--- config.mk ---
export PLATFORM = sky130hd
export DESIGN_NAME = kmp_substring_matcher_top
export DESIGN_NICKNAME = d
export VERILOG_FILES = /design/src/kmp_pkg.sv /design/src/kmp_front.sv /design/src/kmp_back.sv /design/src/kmp_substring_matcher_top.sv
export SDC_FILE = /design/constraint.sdc
export NUM_CORES = 1
export LEC_CHECK = 0
export ABC_AREA = 1
export BUFFER_PORTS_ARGS = -buffer_cell sky130_fd_sc_hd__buf_2
export CAP_MARGIN = 20
export CORE_UTILIZATION = 55
export CTS_CLUSTER_SIZE = 8
export DETAILED_ROUTE_END_ITERATION = 12
export GPL_TIMING_DRIVEN = 0
export PLACE_DENSITY = 0.74
export SLEW_MARGIN = 15
export SYNTH_ARGS = -nofsm -noshare
export SYNTH_HDL_FRONTEND = slang
export SYNTH_SLANG_ARGS = --single-unit
--- constraint.sdc ---
create_clock -name clk_i -period 3.6 [get_ports clk_i]
set_clock_uncertainty 0.1 [all_clocks]
set_input_delay 0.72 -clock clk_i [delete_from_list [all_inputs] [get_ports clk_i]]
set_output_delay 0.72 -clock clk_i [all_outputs]
set_load 0.1 [all_outputs]
--- src/kmp_pkg.sv ---
// shared types and constants for the kmp substring matcher
`timescale 1ns / 1ps

package kmp_pkg;

  // default sizes
  localparam int unsigned PatternMaxDefault   = 32;
  localparam int unsigned PositionBitsDefault = 16;

  // depth of the queue between front and back
  localparam int unsigned QueueDepth = 2;
  localparam int unsigned QueuePtrW  = $clog2(QueueDepth);
  localparam int unsigned QueueCntW  = $clog2(QueueDepth + 1);

  // item class decided by the front
  typedef enum logic {
    OP_PATTERN = 1'b0,
    OP_TEXT    = 1'b1
  } kmp_op_e;

  // one classified item in the queue
  typedef struct packed {
    kmp_op_e    op;
    logic [7:0] chr;
    logic       last;
  } kmp_item_t;

  // back end sequencer states
  typedef enum logic [3:0] {
    ST_IDLE = 4'b0001,
    ST_READ = 4'b0010,
    ST_CMP  = 4'b0100,
    ST_FIN  = 4'b1000
  } kmp_state_e;

endpackage

--- src/kmp_front.sv ---
// input side: accepts items, classifies them and queues them for the back end
`timescale 1ns / 1ps

module kmp_front
  import kmp_pkg::*;
(
  input  logic      clk_i,
  input  logic      rst_ni,
  input  logic      in_valid_i,
  output logic      in_stall_o,
  input  logic      cmd_i,
  input  logic [7:0] char_byte_i,
  input  logic      last_i,
  output logic      head_valid_o,
  output kmp_item_t head_o,
  input  logic      pop_i
);

  kmp_item_t            q_mem [QueueDepth];
  logic [QueuePtrW-1:0] wr_ptr_q, wr_ptr_d;
  logic [QueuePtrW-1:0] rd_ptr_q, rd_ptr_d;
  logic [QueueCntW-1:0] cnt_q, cnt_d;
  logic                 push;
  logic                 pop;
  kmp_item_t            item;

  // classify the incoming byte
  always_comb begin
    item.op   = cmd_i ? OP_TEXT : OP_PATTERN;
    item.chr  = char_byte_i;
    item.last = last_i;
  end

  // handshake
  assign in_stall_o   = (cnt_q == QueueCntW'(QueueDepth));
  assign push         = in_valid_i && !in_stall_o;
  assign head_valid_o = (cnt_q != '0);
  assign pop          = pop_i && head_valid_o;
  assign head_o       = q_mem[rd_ptr_q];

  // pointer and fill count update
  always_comb begin
    wr_ptr_d = wr_ptr_q;
    rd_ptr_d = rd_ptr_q;
    cnt_d    = cnt_q;
    if (push) begin
      wr_ptr_d = (wr_ptr_q == QueuePtrW'(QueueDepth - 1)) ? '0 : wr_ptr_q + 1'b1;
    end
    if (pop) begin
      rd_ptr_d = (rd_ptr_q == QueuePtrW'(QueueDepth - 1)) ? '0 : rd_ptr_q + 1'b1;
    end
    if (push && !pop) begin
      cnt_d = cnt_q + 1'b1;
    end else if (pop && !push) begin
      cnt_d = cnt_q - 1'b1;
    end
  end

  // control registers
  always_ff @(posedge clk_i or negedge rst_ni) begin
    if (!rst_ni) begin
      wr_ptr_q <= '0;
      rd_ptr_q <= '0;
      cnt_q    <= '0;
    end else begin
      wr_ptr_q <= wr_ptr_d;
      rd_ptr_q <= rd_ptr_d;
      cnt_q    <= cnt_d;
    end
  end

  // queue storage
  always_ff @(posedge clk_i) begin
    if (push) begin
      q_mem[wr_ptr_q] <= item;
    end
  end

endmodule

--- src/kmp_back.sv ---
// back end: pattern store, failure table build and text scan with result register
`timescale 1ns / 1ps

module kmp_back
  import kmp_pkg::*;
#(
  parameter int unsigned PATTERN_MAX   = PatternMaxDefault,
  parameter int unsigned POSITION_BITS = PositionBitsDefault
) (
  input  logic        clk_i,
  input  logic        rst_ni,
  input  logic        head_valid_i,
  input  kmp_item_t   head_i,
  output logic        pop_o,
  output logic        out_valid_o,
  input  logic        out_stall_i,
  output logic [15:0] match_start_o,
  output logic [15:0] match_index_o,
  output logic        past_range_o
);

  localparam int unsigned IdxW = (PATTERN_MAX > 1) ? $clog2(PATTERN_MAX) : 1;
  localparam int unsigned LenW = $clog2(PATTERN_MAX + 1);
  localparam int unsigned PosW = POSITION_BITS;
  localparam logic [PosW-1:0] PosLimit = {PosW{1'b1}};
  localparam logic [15:0] OutLim =
    (POSITION_BITS < 16) ? 16'((1 << POSITION_BITS) - 1) : 16'hFFFF;

  // memories
  logic [7:0]      pat_mem  [PATTERN_MAX];
  logic [IdxW-1:0] fail_mem [PATTERN_MAX];

  kmp_state_e      state_q, state_d;
  logic [LenW-1:0] len_q, len_d;
  logic [IdxW-1:0] bpl_q, bpl_d;
  logic            ready_q, ready_d;
  logic [IdxW-1:0] matched_q, matched_d;
  logic [PosW-1:0] pos_q, pos_d;
  logic [PosW-1:0] cnt_q, cnt_d;
  logic [LenW-1:0] k_q, k_d;
  kmp_op_e         op_q, op_d;
  logic [7:0]      chr_q, chr_d;
  logic            last_q, last_d;
  logic [7:0]      pat_rd_q;
  logic [IdxW-1:0] fail_rd_q;
  logic            out_valid_q, out_valid_d;
  logic [15:0]     start_q, start_d;
  logic [15:0]     index_q, index_d;
  logic            sat_q, sat_d;

  logic            pat_we;
  logic [IdxW-1:0] pat_waddr;
  logic [7:0]      pat_wdata;
  logic            fail_we;
  logic [IdxW-1:0] fail_waddr;
  logic [IdxW-1:0] fail_wdata;
  logic [IdxW-1:0] rd_addr_p;
  logic [IdxW-1:0] rd_addr_f;

  logic [LenW-1:0] eff_len;
  logic            out_free;
  logic [PosW-1:0] start_raw;
  logic            pos_sat;
  logic            start_big;
  logic            cnt_sat;

  assign out_free = !out_valid_q || !out_stall_i;
  assign eff_len  = ready_q ? '0 : len_q;

  // match start and ordinal with saturation
  always_comb begin
    start_raw = pos_q - (PosW'(len_q) - PosW'(1));
    pos_sat   = (pos_q == PosLimit);
    start_big = (33'(start_raw) > 33'h0FFFF);
    cnt_sat   = (cnt_q == PosLimit) || (33'(cnt_q) > 33'h0FFFF);
  end

  // read addresses for one failure-link step
  assign rd_addr_p = k_q[IdxW-1:0];
  assign rd_addr_f = IdxW'(k_q - 1'b1);

  // sequencer
  always_comb begin
    state_d     = state_q;
    len_d       = len_q;
    bpl_d       = bpl_q;
    ready_d     = ready_q;
    matched_d   = matched_q;
    pos_d       = pos_q;
    cnt_d       = cnt_q;
    k_d         = k_q;
    op_d        = op_q;
    chr_d       = chr_q;
    last_d      = last_q;
    out_valid_d = out_valid_q && out_stall_i;
    start_d     = start_q;
    index_d     = index_q;
    sat_d       = sat_q;
    pop_o       = 1'b0;
    pat_we      = 1'b0;
    pat_waddr   = eff_len[IdxW-1:0];
    pat_wdata   = head_i.chr;
    fail_we     = 1'b0;
    fail_waddr  = '0;
    fail_wdata  = '0;

    case (state_q)
      ST_IDLE: begin
        if (head_valid_i) begin
          pop_o  = 1'b1;
          op_d   = head_i.op;
          chr_d  = head_i.chr;
          last_d = head_i.last;
          case (head_i.op)
            OP_PATTERN: begin
              // a byte after a closed pattern starts a new one
              if (ready_q) begin
                ready_d   = 1'b0;
                len_d     = '0;
                bpl_d     = '0;
                matched_d = '0;
                pos_d     = '0;
                cnt_d     = '0;
              end
              if (eff_len >= LenW'(PATTERN_MAX)) begin
                // overflow byte dropped
                if (head_i.last) begin
                  ready_d   = 1'b1;
                  matched_d = '0;
                  pos_d     = '0;
                  cnt_d     = '0;
                end
              end else begin
                pat_we = 1'b1;
                if (eff_len == '0) begin
                  fail_we    = 1'b1;
                  fail_waddr = '0;
                  fail_wdata = '0;
                  bpl_d      = '0;
                  len_d      = LenW'(1);
                  if (head_i.last) begin
                    ready_d   = 1'b1;
                    matched_d = '0;
                    pos_d     = '0;
                    cnt_d     = '0;
                  end
                end else begin
                  k_d     = LenW'(bpl_q);
                  state_d = ST_READ;
                end
              end
            end
            OP_TEXT: begin
              if (ready_q && (len_q != '0)) begin
                k_d     = LenW'(matched_q);
                state_d = ST_READ;
              end else if (head_i.last) begin
                matched_d = '0;
                pos_d     = '0;
                cnt_d     = '0;
              end
            end
            default: ;
          endcase
        end
      end
      ST_READ: begin
        state_d = ST_CMP;
      end
      ST_CMP: begin
        // one failure-link step
        if (pat_rd_q == chr_q) begin
          k_d     = k_q + 1'b1;
          state_d = ST_FIN;
        end else if (k_q == '0) begin
          state_d = ST_FIN;
        end else begin
          k_d     = LenW'(fail_rd_q);
          state_d = ST_READ;
        end
      end
      ST_FIN: begin
        case (op_q)
          OP_PATTERN: begin
            fail_we    = 1'b1;
            fail_waddr = len_q[IdxW-1:0];
            fail_wdata = k_q[IdxW-1:0];
            bpl_d      = k_q[IdxW-1:0];
            len_d      = len_q + 1'b1;
            if (last_q) begin
              ready_d   = 1'b1;
              matched_d = '0;
              pos_d     = '0;
              cnt_d     = '0;
            end
            state_d = ST_IDLE;
          end
          OP_TEXT: begin
            if (k_q == len_q) begin
              // full match: wait for a free result register
              if (out_free) begin
                out_valid_d = 1'b1;
                start_d     = (pos_sat || start_big) ? OutLim : 16'(start_raw);
                index_d     = cnt_sat ? OutLim : 16'(cnt_q);
                sat_d       = pos_sat || start_big || cnt_sat;
                if (cnt_q != PosLimit) begin
                  cnt_d = cnt_q + 1'b1;
                end
                matched_d = bpl_q;
                if (!pos_sat) begin
                  pos_d = pos_q + 1'b1;
                end
                if (last_q) begin
                  matched_d = '0;
                  pos_d     = '0;
                  cnt_d     = '0;
                end
                state_d = ST_IDLE;
              end
            end else begin
              matched_d = k_q[IdxW-1:0];
              if (!pos_sat) begin
                pos_d = pos_q + 1'b1;
              end
              if (last_q) begin
                matched_d = '0;
                pos_d     = '0;
                cnt_d     = '0;
              end
              state_d = ST_IDLE;
            end
          end
          default: state_d = ST_IDLE;
        endcase
      end
      default: state_d = ST_IDLE;
    endcase
  end

  // control registers
  always_ff @(posedge clk_i or negedge rst_ni) begin
    if (!rst_ni) begin
      state_q     <= ST_IDLE;
      len_q       <= '0;
      bpl_q       <= '0;
      ready_q     <= 1'b0;
      matched_q   <= '0;
      pos_q       <= '0;
      cnt_q       <= '0;
      out_valid_q <= 1'b0;
    end else begin
      state_q     <= state_d;
      len_q       <= len_d;
      bpl_q       <= bpl_d;
      ready_q     <= ready_d;
      matched_q   <= matched_d;
      pos_q       <= pos_d;
      cnt_q       <= cnt_d;
      out_valid_q <= out_valid_d;
    end
  end

  // payload registers
  always_ff @(posedge clk_i) begin
    k_q     <= k_d;
    op_q    <= op_d;
    chr_q   <= chr_d;
    last_q  <= last_d;
    start_q <= start_d;
    index_q <= index_d;
    sat_q   <= sat_d;
  end

  // pattern store
  always_ff @(posedge clk_i) begin
    if (pat_we) begin
      pat_mem[pat_waddr] <= pat_wdata;
    end
    pat_rd_q <= pat_mem[rd_addr_p];
  end

  // failure table
  always_ff @(posedge clk_i) begin
    if (fail_we) begin
      fail_mem[fail_waddr] <= fail_wdata;
    end
    fail_rd_q <= fail_mem[rd_addr_f];
  end

  assign out_valid_o   = out_valid_q;
  assign match_start_o = start_q;
  assign match_index_o = index_q;
  assign past_range_o  = sat_q;

endmodule

--- src/kmp_substring_matcher_top.sv ---
// top level of the streaming kmp substring matcher
`timescale 1ns / 1ps

// Streaming substring search. The input channel (in_valid_i / in_stall_o)
// carries one byte per transfer: cmd_i = 0 appends a pattern byte, last_i
// closes the pattern; cmd_i = 1 scans a text byte, last_i ends the text.
// The output channel (out_valid_o / out_stall_i) carries one transfer per
// completed match: start position, ordinal within the text and a flag for
// saturated values.
// Bytes enter a two-entry queue and are worked off by a sequencer around
// the pattern store and failure table, each read once per cycle with a
// registered read port. A text byte or a pattern byte beyond the first
// goes through the idle, read, compare and finish states, with a further
// read and compare per failure-link step; the first pattern byte and
// dropped or ignored bytes need the idle state alone. A match result is
// registered and shows in the cycle after the sequencer finishes the byte.
// Reset clears the queue, pattern length, match state and result register;
// the stores need no clearing. A stalled result holds; the sequencer waits
// on the next match while the queue keeps taking bytes until full.

module kmp_substring_matcher_top
  import kmp_pkg::*;
#(
  parameter int unsigned PATTERN_MAX   = PatternMaxDefault,
  parameter int unsigned POSITION_BITS = PositionBitsDefault
) (
  input  logic        clk_i,
  input  logic        rst_ni,
  input  logic        in_valid_i,
  output logic        in_stall_o,
  input  logic        cmd_i,
  input  logic [7:0]  char_byte_i,
  input  logic        last_i,
  output logic        out_valid_o,
  input  logic        out_stall_i,
  output logic [15:0] match_start_o,
  output logic [15:0] match_index_o,
  output logic        past_range_o
);

  logic      head_valid;
  kmp_item_t head;
  logic      pop;

  // front: accept and classify
  kmp_front u_front (
    .clk_i        (clk_i),
    .rst_ni       (rst_ni),
    .in_valid_i   (in_valid_i),
    .in_stall_o   (in_stall_o),
    .cmd_i        (cmd_i),
    .char_byte_i  (char_byte_i),
    .last_i       (last_i),
    .head_valid_o (head_valid),
    .head_o       (head),
    .pop_i        (pop)
  );

  // back: build table, scan text, hold results
  kmp_back #(
    .PATTERN_MAX   (PATTERN_MAX),
    .POSITION_BITS (POSITION_BITS)
  ) u_back (
    .clk_i         (clk_i),
    .rst_ni        (rst_ni),
    .head_valid_i  (head_valid),
    .head_i        (head),
    .pop_o         (pop),
    .out_valid_o   (out_valid_o),
    .out_stall_i   (out_stall_i),
    .match_start_o (match_start_o),
    .match_index_o (match_index_o),
    .past_range_o  (past_range_o)
  );

endmodule

Yosys cells after proc, flatten, opt, wreduce, memory -nomap -nowiden

Memory sizes are Yosys's and may differ from the RTL's. A register that Yosys moved wholly into a read port is not among the register bits.
Cells that the tools add are included.

Memories kept: 3
Word-level logic and storage cells: 201
Register bits: 107
Output and inout bits: 35
RAM bits: 436
Input port bits: 14

Memories:

| name            | words | bits a word | rd ports | clocked after memory_dff | wr ports | RTL line        | source |
|---|---|---|---|---|---|---|---|
| u_back.pat_mem  | 32    | 8           | 1        | 1                        | 1        | kmp_back.sv:30  | `logic [7:0] pat_mem [PATTERN_MAX];` |
| u_back.fail_mem | 32    | 5           | 1        | 1                        | 1        | kmp_back.sv:31  | `logic [IdxW-1:0] fail_mem [PATTERN_MAX];` |
| u_front.q_mem   | 2     | 10          | 1        | 0                        | 1        | kmp_front.sv:19 | `kmp_item_t q_mem [QueueDepth];` |

Reductions and logical operators: 28
Order comparisons: 1
Add/sub/neg operators: 11
Bitwise operators: 2
Multiplexer cells: 115
Equal/unequal tests: 23

Operator list:

| cell                    | count |
|---|---|
| $mux W16                | 22 |
| $pmux W16 S2            | 6 |
| $mux W5                 | 22 |
| $mux W6                 | 12 |
| $pmux W5 S2             | 4 |
| $pmux W6 S2             | 3 |
| $add A16 B1 Y16 const B | 2 |
| $eq A16 B16 Y1 const B  | 2 |
| $mux W4                 | 8 |
| $mux W1                 | 31 |
| $reduce_and A6 Y1       | 3 |
| $ne A16 B16 Y1 const B  | 1 |
| $pmux W4 S2             | 2 |
| $pmux W4 S4             | 1 |
| $sub A16 B16 Y16        | 1 |
| $ne A3 B3 Y1 const B    | 5 |
| $add A6 B1 Y6 const B   | 2 |
| $logic_not A6 Y1        | 2 |
| $reduce_and A5 Y1       | 2 |
| $eq A8 B8 Y1            | 1 |
| $reduce_and A4 Y1       | 2 |
| $reduce_bool A2 Y1      | 4 |
| $sub A6 B1 Y7 const B   | 1 |
| $eq A6 B6 Y1            | 1 |
| other kinds (23)        | 40 |

Logic depth before layout (Yosys ltp)

Gate-level depths: netlist of run 1.

Depth after elaboration: 9
Depth in mapped cells: 15
Gate-level depth less buffers: 14

By module

A second synthesis of run 1 with hierarchy kept.

Cells, all modules: 2295
Area, all modules: 24496.0 µm²

Modules (own cells, without submodules):

| module    | cells each | area each (µm²) | seq. area each (µm²) | times used |
|---|---|---|---|---|
| kmp_back  | 2211       | 23523.8         | 15576.2              | 1 |
| kmp_front | 84         | 972.2           | 700.7                | 1 |

Least setup slack after synthesis of run 1

OpenSTA, ideal clock, no wires.

Path kind: reg2reg
From: register u_back.k_q[0]
To: register u_back.index_q[0] (netlist: u_back.match_index_o[0]), enable pin
Arrival time: 2.792 ns
Library setup time: 0.423 ns
Path slack: 0.285 ns
Cell stages (with the launch flop): 11
Period minus slack after synthesis: 3.315 ns
Required time: 3.077 ns
Path buffers: 3
Cells stage by stage: edfxtp_1 buf_4 nand2_1 nand2_1 nor2_2 nand2_2 nor2_8 buf_6 buf_6 nand2_1 nor2_1

Cells in the longest elaborated chain, start to end: 2

Ends and longest elaborated chain:

| what                               | RTL line        | source |
|---|---|---|
| from (decl)                        | kmp_back.sv:40  | `logic [LenW-1:0] k_q, k_d;` |
| from (signal assigned)             | kmp_back.sv:265 | `k_q <= k_d;` |
| $eq A6 B6 Y1                       | kmp_back.sv:199 | `if (k_q == len_q) begin` |
| $reduce_and A4 Y1 (no source line) | n/a             |  |
| to (signal assigned)               | kmp_back.sv:270 | `index_q <= index_d;` |
| to (decl)                          | kmp_back.sv:48  | `logic [15:0] index_q, index_d;` |

Every way passes these cells.
A chain may end at the register's enable or synchronous reset.

Final worst setup path of run 1

From: register u_back.state_q[0]
To: memory u_back.pat_mem[7][7], enable pin

Cells in the longest elaborated chain, start to end: 4

Ends and longest elaborated chain:

| what                          | RTL line        | source |
|---|---|---|
| from (decl)                   | kmp_back.sv:33  | `kmp_state_e state_q, state_d;` |
| from (signal assigned)        | kmp_back.sv:252 | `state_q <= state_d;` |
| $eq A4 B1 Y1                  | kmp_back.sv:107 | `case (state_q)` |
| $mux W1                       | kmp_back.sv:107 |  |
| $mux W1                       | kmp_back.sv:276 | `if (pat_we) begin` |
| $mux W1 (not written as such) | kmp_back.sv:277 | `pat_mem[pat_waddr] <= pat_wdata;` |
| to (decl)                     | kmp_back.sv:30  |  |

Every way passes these cells.

==> results of run 1 <==
-- cells in the final DEF (no fill, tap or decap), types with 13 or more instances in the layout --
| cell type | n |
|---|---|
| a21oi_1 | 42 |
| buf_2 | 77 |
| clkbuf_1 | 100 |
| clkbuf_16 | 80 |
| dfrtp_1 | 57 |
| dfxtp_1 | 13 |
| edfxtp_1 | 485 |
| ha_1 | 23 |
| inv_1 | 104 |
| inv_2 | 18 |
| nand2_1 | 367 |
| nand3_1 | 92 |
| nand4_1 | 37 |
| nor2_1 | 380 |
| nor2_2 | 15 |
| nor3_1 | 18 |
| o211ai_1 | 26 |
| o21ai_0 | 273 |
| o21ai_1 | 23 |
| o22ai_1 | 87 |
| xnor2_1 | 13 |
| xor2_1 | 18 |
-- worst max-delay path by stage --
stage | start | end | slack, ns | cells after the start
2_1_floorplan | u_back.k_q[0]$_DFFE_PP_ | u_back.match_index_o[0]$_SDFFCE_PN1P_ | 0.29 | 10
3_3_place_gp | u_back.state_q[1]$_DFFE_PN0P_ | u_back.fail_mem[27][2]$_DFFE_PP_ | -0.60 | 6
3_5_place_dp | u_back.k_q[1]$_DFFE_PP_ | u_back.fail_rd_q[1]$_DFF_P_ | -0.26 | 12
4_1_cts | u_back.state_q[0]$_DFFE_PN1P_ | u_back.pat_mem[5][4]$_DFFE_PP_ | 0.07 | 8
5_1_grt | u_back.state_q[0]$_DFFE_PN1P_ | u_back.pat_mem[22][3]$_DFFE_PP_ | 0.06 | 8
6_report | u_back.state_q[0]$_DFFE_PN1P_ | u_back.pat_mem[7][7]$_DFFE_PP_ | 0.22 | 8
-- what timing repair did --
item / in CTS / in global routing
setup endpoints to repair: 5 / 204
gates cloned: 0 / 0
buffers inserted: 0 / 3
gates resized for setup: 1 / 11
-- per-layer routing --
| metal | share of wire | up-vias | wire (µm) |
|---|---|---|---|
| li1 | - | 8279 | - |
| met1 | 0.40 | 8602 | 25100 |
| met2 | 0.48 | 971 | 30000 |
| met3 | 0.092 | 161 | 5750 |
| met4 | 0.029 | 0 | 1800 |
| met5 | 0 | - | 0 |
-- logic make-up (layout without fill, tap and decap cells) --
family | count (synthesis) | count (layout) | share of synthesized area
simple gates | 946 | 946 | 0.162
flops | 556 | 556 | 0.665
compound gates | 474 | 474 | 0.107
buf+inv | 245 | 417 | 0.0419
xor+xnor | 31 | 31 | 0.0111
fa+ha+maj | 24 | 24 | 0.0126
-- power by group through the flow --
stage | Sequential (W) | Combinational, W | Clock (W)
global route | 0.00816 | 0.00933 | 0.00705
CTS | 0.00814 | 0.00833 | 0.00677
global placement | 0.00826 | 0.00797 | 0
floorplan | 0.00818 | 0.00541 | 0
finish | 0.00814 | 0.00859 | 0.00673
detailed placement | 0.00825 | 0.00827 | 0
-- state kept, by name, indices dropped and copies added (netlist names), 6 cells and up --
| register | cells |
|---|---|
| u_back.match_start_o | 16 |
| u_back.match_index_o | 16 |
| u_back.pat_rd_q | 8 |
| u_back.fail_mem | 160 |
| u_back.cnt_q | 16 |
| u_front.q_mem | 20 |
| u_back.pat_mem | 256 |
| u_back.pos_q | 16 |
| u_back.chr_q | 8 |
| u_back.len_q | 6 |
| u_back.k_q | 6 |
-- through the flow --
stage | setup WS, ns | hold WS, ns
4_1_cts | 0.0669 | 0.128
6_report | 0.223 | 0.104
3_3_place_gp | -0.596 | 0.385
5_1_grt | 0.0593 | 0.151
3_5_place_dp | -0.264 | 0.396
2_1_floorplan | 0.285 | 0.324
-- cell type report --
class / instances / share of cell area
clock inverters: 7 / 0.00488
multi-input cells: 1475 / 0.259
repair buffers: 59 / 0.0149
plain buffers: 117 / 0.0197
flip-flops and latches: 556 / 0.583
well taps: 585 / 0.0262
inverters: 126 / 0.0171
clock buffers: 108 / 0.0754
==> qor.yml, run 1 <==
stdcell_count: 3033
clk_pin_slew_ns: 0.05
powerDensity_nw_per_um2: 840
track_usage: 0.286
postCtsHoldBufs: 0
pin_count: 49
seq_area_um2: 16300
critical-path-top-delay-family: "simple AND/OR/NAND/NOR gates"
clock_latency_ns: 0.62
grt_use_met2: 0.467
max_freq_ghz: 0.296
r2r_cells: 8
wl_per_cell_um: 20.6
ys_top_cells_by_count: "485 x edfxtp_1, 394 x nor2_1, 369 x nand2_1, 273 x o21ai_0, 105 x inv_1"
placed_area_um2: 25600
hold_path.class: "in2async"
drive_gt1_frac: 0.106
setup.worst_path.end_class: "flip-flop"
dp_hpwl_um: 42400
reg2reg_to: "u_back.pat_mem[7][7]$_DFFE_PP_"
fill_cells: 3323
vdd_drop_max_mv: 0.564
route.detailed.drc: 0
yosysMostFrequentCell: "edfxtp_1"
p_switching_w: 0.00907
start_kind: "flip-flop"
grt_max_degree: 59
start_util: 0.563
htreeDepth: 3
status: "completed"
crit_buf_inv: 3
rsz0062_at_grt: "no"
path_class: "reg2reg"
fp.dieArea_um2: 45300
port_buffers: 48
synthArstFlopShare: 0.104
dp_cells: 2916
finalCriticalPeriod_ns: 3.38
yosysTopAreaCell: "edfxtp_1"
first_pass_iters: 7
clk_path_buf_depth: 3
synth-edff-count: 485
yosysSeqAreaShare: 0.665
grt_pass1_vias: 17400
grt-ovfl-total: 0
hold_violations: 0
drt_iter0_markers: 2102
critical_path.cell_chain: "inv_2 > nor3_4 > inv_1 > nor2_4 > inv_2 > nor2_4 > nand4_1 > nor2_1"
viasPerCell: 5.94
met1_usage: 0.381
finalSetupTns_ns: 0
synth_cells: 2276
cp_slowest_cell: "nor2_1"
power_frac_clock: 0.287
multiInputGateArea_um2: 7240
vias: 18000
setup_viol: 0
maxCapViolCount: 0
cts-buffers-inserted: 79
slowest_delay_ns: 0.69
critical_path.max_fanout: 12
final_max_slew_viol_count: 0
fin_crit_sh: 0.938
slew_headroom: 0.252
antenna_cells: 0
antenna_found_initial: 0
post-route-util: 0.643
core_area_um2: 43500
fin_area_um2: 27900
pwr-share-seq: 0.347
syn_area_per_cell_um2: 10.8
p_leak_nw: 10.4
use_met3: 0.0600
cts-root-buf: "clkbuf_16"
synth_ff_type: "edfxtp_1"
p_int_w: 0.0144
fin_nets: 2452
syn-num-nets: 2314
die-height_um: 213
p_sw_frac: 0.387
reg2reg_from: "u_back.state_q[0]$_DFFE_PN1P_"
synth_cell_type_count: 51
cts_tree: "built"
crit_required_ns: 3.74
drtAntennaViolNets: 0
synth.area.top_cells: "edfxtp_1 60%, nor2_1 6.0%, dfrtp_1 5.8%, nand2_1 5.7%, o21ai_0 5.6%"
die_x_um: 213
synth_warnings: 0
tightest_slew_ns: 1.11
syn2layout_area_growth_pct: 14.2
totalWireLength_um: 62600
gr-max-usage-layer: "met2"
rows: 76
gp_congestion: 0.951
synth_area_um2: 24500
yosys_register_bits: 556
power_w: 0.0235
cp_data_arrival_time_ns: 3.52
combPwrFrac: 0.366
rrSetupSlack_ns: 0.22
netlist.area_leader.share: 0.595
cts_num_sinks: 556
grt_pass1_wl_um: 97600
No activity file was read; power rests on OpenSTA's default activity.
==> run 2, diff against run 1 <==
--- a/config.mk
+++ b/config.mk
@@ -8,6 +8,7 @@
 export ABC_AREA = 1
 export BUFFER_PORTS_ARGS = -buffer_cell sky130_fd_sc_hd__buf_2
 export CAP_MARGIN = 20
+export CORE_MARGIN = 2
 export CORE_UTILIZATION = 55
 export CTS_CLUSTER_SIZE = 8
 export DETAILED_ROUTE_END_ITERATION = 12
==> run 2 against run 1 <==
  * Combinational power grew 0.7%
  * Register-to-register slack lost 0.03 ns
  * Final area is essentially flat
  * Critical path type unchanged
  * Critical path depth grew 3
  * Sequential power is essentially flat
  * Clock power grew 2%
  * Critical endpoint is now u_back.fail_rd_q[0]$_DFF_P_
  * Clock-buffer cell count grew 20
  * Non-clock buffer count shrank 1
  * Via count grew 0.71%
  * Global-route usage shrank 1.5 points
  * Die area grew 1.9%
  * Fmax shrank 0.91%
==> qor.yml, run 2 (synthesis results as in run 1) <==
fin_nets: 2451
maxCapViolCount: 0
first_pass_iters: 7
r2r_cells: 11
dp_hpwl_um: 42600
final_cell_mix: "485 x edfxtp_1, 383 x nor2_1, 367 x nand2_1"
largest_register_ff_count: 256
stdcell_count: 3055
hold_ws_ns: 0.0666
tightest_slew_ns: 0.927
grt_max_degree: 59
postCtsHoldBufs: 0
start_util: 0.556
crit_required_ns: 4.03
fp.dieArea_um2: 46200
port_buffers: 48
largest-register: "u_back.pat_mem"
route.detailed.drc: 0
grt_pass1_vias: 17600
hold_path.class: "in2async"
cts-root-buf: "clkbuf_16"
final_common_cell: "edfxtp_1"
gp_congestion: 0.937
final_max_slew_viol_count: 0
die_x_um: 215
rrSetupSlack_ns: 0.19
htreeDepth: 3
setup.worst_path.end_class: "flip-flop"
pin_count: 49
clock_latency_ns: 0.62
wl_per_cell_um: 20.6
vdd_drop_max_mv: 0.700
post-route-util: 0.635
setup_viol: 0
critical_path.max_fanout: 19
vias: 18100
clk_pin_slew_ns: 0.05
clk_path_buf_depth: 3
cp_data_arrival_time_ns: 3.83
worst_slack_ns: 0.192
grt_pass1_wl_um: 96800
drtAntennaViolNets: 0
multiInputGateArea_um2: 7230
place_ws_ns: -0.317
seq_area_um2: 16300
p_leak_nw: 10.4
die-height_um: 215
syn2layout_area_growth_pct: 14.3
start_kind: "flip-flop"
fin_crit_sh: 0.947
reg_top3: "u_back.pat_mem: 256 flops, u_back.fail_mem: 160 flops, u_front.q_mem: 20 flops"
grt-ovfl-total: 0
cts_num_sinks: 556
core_area_um2: 44000
cts_tree: "built"
slew_headroom: 0.380
rsz0062_at_grt: "no"
track_usage: 0.271
fill_cells: 3360
antenna_found_initial: 1
reg2reg_to: "u_back.fail_rd_q[0]$_DFF_P_"
drt_iter0_markers: 2041
finalCriticalPeriod_ns: 3.41
powerDensity_nw_per_um2: 846
drive_gt1_frac: 0.103
hold_violations: 0
antenna_cells: 0
viasPerCell: 5.94
rows: 77
max_freq_ghz: 0.293
status: "completed"
finalSetupTns_ns: 0
path_class: "reg2reg"
cts-buffers-inserted: 79
totalWireLength_um: 63000
dp_cells: 2922
reg2reg_from: "u_back.k_q[0]$_DFFE_PP_"
run 2: cell types whose count changed in the layout (fill, tap and decap cells not counted), sizes merged:
| cell | change |
|---|---|
| bufinv | +1 |
| clkbuf | +19 |
| clkinv | -5 |
run 2: stage by stage:
step,instance area (µm²),total power (W)
6_report,28000,0.0237
5_1_grt,28000,0.0247
3_3_place_gp,25400,0.0163
4_1_cts,27900,0.0234
3_5_place_dp,25600,0.0166
2_1_floorplan,24500,0.0136
run 2: repair_timing:
action                                  in CTS  in global routing
buffers inserted                             1                  0
endpoints found under the setup margin      13                177
resized for setup                            2                  5
run 2: cell type report:
type,count,share of cell area
flip-flops and latches,556,0.582
multi-input cells,1475,0.259
clock buffers,128,0.0796
well taps,592,0.0265
plain buffers,117,0.0195
inverters,126,0.0170
repair buffers,58,0.0142
clock inverters,3,0.00237
run 2: worst max-delay path by stage:
stage | startpoint | end | slack [ns] | cells past startpoint
2_1_floorplan | u_back.k_q[0]$_DFFE_PP_ | u_back.match_index_o[0]$_SDFFCE_PN1P_ | 0.29 | 10
3_3_place_gp | u_back.state_q[1]$_DFFE_PN0P_ | u_back.fail_mem[3][2]$_DFFE_PP_ | -0.61 | 6
3_5_place_dp | u_back.k_q[1]$_DFFE_PP_ | u_back.fail_rd_q[2]$_DFF_P_ | -0.32 | 12
4_1_cts | u_back.state_q[0]$_DFFE_PN1P_ | u_back.pat_mem[6][3]$_DFFE_PP_ | 0.007 | 8
5_1_grt | u_back.len_q[0]$_DFFE_PN0P_ | u_back.match_start_o[14]$_SDFFCE_PP1P_ | 0.007 | 10
6_report | u_back.k_q[0]$_DFFE_PP_ | u_back.fail_rd_q[0]$_DFF_P_ | 0.19 | 11
run 2: layer usage:
metal  track usage  up-vias  routed length [µm]
met2         0.444      939               29900
met3        0.0597      175                5730
met1         0.354     8754               25200
met4         0.108        0                2190
li1              -     8273                   -
met5             0        -                   0
run 2: critical path, stage by stage, from the launching register on:
cell and delay [ns]:
edfxtp_1 0.55, inv_2 0.21, buf_2 0.50, ha_1 0.40, inv_1 0.26, clkbuf_1 0.42
o21ai_0 0.18, o22ai_1 0.26, o211ai_1 0.12, nand2_1 0.11, nand2_1 0.06, o21ai_1 0.15
run 2: power breakdown:
part | internal (W) | leakage, nW | total (W) | switching, W
clock | 0.00425 | 1.10 | 0.00687 | 0.00263
combinational | 0.00237 | 3.76 | 0.00865 | 0.00628
sequential | 0.00794 | 5.55 | 0.00813 | 0.000192
total | 0.0146 | 10.4 | 0.0237 | 0.00910
